### src/rtl/ghst_ram.sv
module ghst_ram #(
    parameter int WIDTH = 8,
    parameter int DEPTH = 64,
    localparam int AW   = $clog2(DEPTH)
) (
    input  logic             clk,
    input  logic             wr_en,
    input  logic [AW-1:0]    wr_addr,
    input  logic [WIDTH-1:0] wr_data,
    input  logic             rd_en,
    input  logic [AW-1:0]    rd_addr,
    output logic [WIDTH-1:0] rd_data
);

    logic [WIDTH-1:0] mem [DEPTH];
    logic [WIDTH-1:0] rd_data_reg;

    always_ff @(posedge clk)
    begin
        if (wr_en)
        begin
            mem[wr_addr] <= wr_data;
        end
    end

    always_ff @(posedge clk)
    begin
        if (rd_en)
        begin
            rd_data_reg <= mem[rd_addr];
        end
    end

    assign rd_data = rd_data_reg;

endmodule

### config.mk
export PLATFORM = sky130hd
export DESIGN_NAME = ghst_ram
export DESIGN_NICKNAME = d
export VERILOG_FILES = /design/src/rtl/ghst_ram.sv
export SDC_FILE = /design/constraint.sdc
export NUM_CORES = 1
export LEC_CHECK = 0
export BUFFER_PORTS_ARGS = -buffer_cell sky130_fd_sc_hd__buf_2
export CORE_MARGIN = 2
export CORE_UTILIZATION = 56
export CTS_CLUSTER_SIZE = 8
export DETAILED_ROUTE_END_ITERATION = 8
export PLACE_DENSITY = 0.75
export SLEW_MARGIN = 20
export SYNTH_ARGS = -nofsm -noshare
export SYNTH_HDL_FRONTEND = slang
export SYNTH_SLANG_ARGS = --single-unit
### constraint.sdc
create_clock -name clk -period 2.2 [get_ports clk]
set_input_delay 0.44 -clock clk [delete_from_list [all_inputs] [get_ports clk]]
set_output_delay 0.44 -clock clk [all_outputs]
set_load 0.005 [all_outputs]
Word level (Yosys, flattened, before mapping). Memories as Yosys holds them, arrays and structs flattened. A register that Yosys moved wholly into a read port is not among the register bits. Index checks and enable logic that the tools add are counted.

Bits of input ports: 23. Logic and storage cells: 3. Output and inout port bits: 8. Register bits after elaboration: 0. RAM bits: 512. Memories: 1.

Muxes and demuxes: 2.

Memory list: mem (depth 64, bits a word 8, rd ports 1, clocked after Yosys merged registers in 1, write ports 1, line 15) `logic [WIDTH-1:0] mem [DEPTH];`.

Operator list (count): two-way mux 1 bit (2).

Logic depth before layout (Yosys ltp).
Depth after elaboration: 2. Depth in mapped cells: 9. Mapped depth without buffers: 5.

Least setup slack after synthesis. No wires, ideal clock.

Path type: in2reg. Start: in rd_addr[1]. End: reg rd_data_reg[3] (netlist: rd_data[3]), read port of mem, data pin. Library setup time: 0.266 ns. Stages: 7. Path slack: -0.046 ns. Required time: 1.934 ns. Arrival: 1.980 ns. Buffers on the path: 3. Cell sequence: buf_4 buf_2 buf_2 mux4_2 mux4_2 o21ai_1 o41ai_1.

RTL lines: start: declaration (line 11) `input logic [AW-1:0] rd_addr,`; end: declaration (line 16) `logic [WIDTH-1:0] rd_data_reg;`.

==> results by group <==
Job
  • Maxcap violations: 0

Yosys
  • Largest area contributor in the netlist: edfxtp_1
  • Synth Area per Inst: 21.5 um2
  • Yosys warns: 0
  • Mapped cell area: 0.0202 mm2
  • Ranking of synthesized cells by area: edfxtp_1 77%, mux4_2 14%, nor2_1 1.5%
  • Mapped Cells: 940
  • Post-synth EDFFs: 520
  • Post-synth cell types: 39
  • Synth async-reset ratio: 0
  • #FFs+latches synth: 520
  • Top_reg_cell synth: edfxtp_1
  • Syn_nets: 963
  • Post-synth top area share: 0.771
  • Seq/Total Area, Yosys: 0.771

Layout
  • Layout filler cell count: 2198
  • Fraction of layout cells with a size suffix above 1: 0.348
  • Layout Cells excl Fill: 1610
  • Largest register FFs: 512
  • Final Util: 0.673
  • # nets final: 1166
  • Area grow syn2layout: 18.2%

GRT
  • Initial antenna violation count: 1
  • GRT overflow: 0
  • Largest net degree at the start of global routing: 65
  • GRT Resource Usage Total: 0.252
  • Global-route wire length before repair: 69300 um
  • Vias in the first global route: 10800

Routing
  • Routed vias: 10400
  • Post-Route WL: 46100 um
  • Drc violations: 0
  • Routed vias/inst: 6.43
  • Initial drt markers: 1264
  • Per-cell routed wire length: 28.6 um
  • Routed Antenna Nets: 0
  • Pre-antenna DRT Iters: 5

Critical path
  • Crit Reg-Reg Endpoint: rd_data[0]
  • CP max FO: 1
  • Critical path class: flip-flop to flip-flop
  • Slowest-stage cell, CP: mux4_2
  • WP data required: 2.53 ns
  • Worst R2R Setup Slack: 0.12 ns
  • Top delay family on crit path: multiplexers
  • Max stage delay on crit path: 0.50 ns
  • Worst Setup End Kind: flip-flop
  • CP cell instances: mux4_2 -> mux2_2 -> a221oi_1 -> buf_4 -> o2bb2ai_1
  • Startpoint types: flip-flop
  • Crit path DAT: 2.41 ns
  • Worst Reg2Reg Path Length in Cells: 5
  • Reg2reg start: mem[47][0]
  • Critical path buffers and inverters: 1

Placement
  • Placed cell count: 1528
  • Final HPWL from detailed placement: 27300 um
  • Port bufs: 30
  • Worst slack, placed: -0.437 ns
  • RD Place Congestion: 0.859

Hold path
  • Hold EP: rd_data[1]
  • Hold Crit Start: rd_en
  • Hold path cells: 1
  • Min-delay worst type: primary input to flip-flop

Clock tree
  • Cts hold-fix bufs: 0
  • Clk buf depth: 3
  • CTS tree: done
  • Post-CTS Setup Repair Bufs: 0
  • CTS HTree Levels: 3
  • Clk Tree Root Cell: clkbuf_16
  • Post-CTS Resized: 0
  • Sink Count: 520
  • Num CTS Buffers: 74
  • Clk Latency, worst-skew pair: 0.58 ns
  • Clk pin slew, worst setup/hold paths: 0.05 ns

Timing
  • Max frequency: 481 MHz
  • Tmin final: 2.08 ns
  • TNS Setup: 0 ns
  • Worst slew pin tran: 0.721 ns
  • Post-route setup slack: 0.123 ns
  • Slew headroom: 0.519
  • Max-slew violation count: 0
  • Setup violators final: 0
  • Unrepaired setup endpoints after global routing: no
  • Skew final: 0.0182 ns
  • Crit share post-route: 0.944
  • Fin. Hold Viols: 0

Power
  • Clock power frac: 0.448
  • Int Power: 0.0176 W
  • Seq pwr share: 0.501
  • Logic gate share of total power: 0.051
  • Power density over cell area: 921 mW/mm2
  • Switching share of power: 0.204
  • Leak pwr: 7.88 nW
  • Switch Pwr: 0.00449 W
  • Peak VDD IR: 0.000669 V

Floorplanning
  • Starting Density: 0.569
  • IO Pins: 31
  • Die Area: 0.0377 mm2
  • Die height: 194 um
  • Die Wd: 194 um
  • Core footprint: 0.0356 mm2
  • Row Count: 69

Status
  • Status: complete, no violations
synthesized netlist by cell type, types with 3 or more instances:
master	n
o221ai_1	8
o22ai_1	8
edfxtp_1	520
o2111ai_1	3
nor3_1	7
buf_1	4
a22oi_1	3
nand3b_1	3
a21oi_1	3
clkbuf_1	17
mux2i_1	23
buf_6	4
nor2_1	83
buf_2	11
nor2b_1	14
nand2b_1	7
o2bb2ai_1	3
nand2_1	19
a211oi_1	4
buf_4	13
mux2_2	13
mux4_2	126
nand3_1	13
a221oi_1	6
placed cells by master, fill, tap and decap left out, types with 3 or more instances in the layout:
cell / instances
nor2_1: 83
o2111ai_1: 3
nand3b_1: 3
a22oi_1: 3
o221ai_1: 8
buf_2: 27
mux4_2: 126
a221oi_1: 6
mux2_2: 13
o2bb2ai_1: 3
o22ai_1: 8
nand2b_1: 7
nor3_1: 7
buf_12: 15
buf_4: 135
clkbuf_16: 76
nand3_1: 13
inv_6: 3
edfxtp_1: 520
a211oi_1: 4
mux2i_1: 23
nand2_1: 19
a21oi_1: 3
nor2b_1: 14
power by group through the flow:
stage / sequential, W / combinational [W] / clock, W
6_report: 0.0110 / 0.00113 / 0.00987
5_1_grt: 0.0110 / 0.00120 / 0.0104
4_1_cts: 0.0110 / 0.00113 / 0.00998
3_5_place_dp: 0.0112 / 0.00111 / 0
3_3_place_gp: 0.0112 / 0.00109 / 0
2_1_floorplan: 0.0112 / 0.000586 / 0
cell families after synthesis:
group           after synthesis  share of synthesized area
buf+inv                      51                     0.0156
flops                       520                      0.771
simple gates                153                     0.0337
mux                         162                      0.159
compound gates               54                     0.0206
metal layers:
layer	wire length (um)	global-route usage	vias up
met1	18200	0.348	5361
met4	1460	0.0906	0
met3	3920	0.0562	116
li1	-	-	4311
met2	22500	0.404	564
met5	0	0	-
per-stage QoR:
step / hold WS (ns) / cell area (um2) / power [W]
4_1_cts: 0.222 / 23900 / 0.0222
6_report: 0.238 / 23900 / 0.0220
5_1_grt: 0.242 / 23900 / 0.0226
3_3_place_gp: 0.820 / 22000 / 0.0123
3_5_place_dp: 0.822 / 22000 / 0.0123
2_1_floorplan: 0.539 / 20300 / 0.0118
cell type report:
type	instances	area, um2	area share
diodes	1	2.50	0.000105
clock inverters	5	62.6	0.00261
flip-flops and latches	520	15600	0.652
repair buffers	178	1460	0.0611
multi-input cells	369	4320	0.180
clock buffers	76	1900	0.0794
well taps	461	577	0.0241
how the worst max path moves through the flow:
stage	startpoint	endpoint	slack, ns	cells past startpoint
floorplan	rd_addr[1]	rd_data[3]	0.01	7
global placement	rd_addr[1]	rd_data[7]	-0.39	7
detailed placement	rd_addr[0]	rd_data[6]	-0.44	7
CTS	mem[2][3]	rd_data[3]	0.06	4
global route	mem[46][2]	rd_data[2]	0.04	5
finish	mem[47][0]	rd_data[0]	0.12	5
Note: power is estimated with default switching activity, not from simulation.
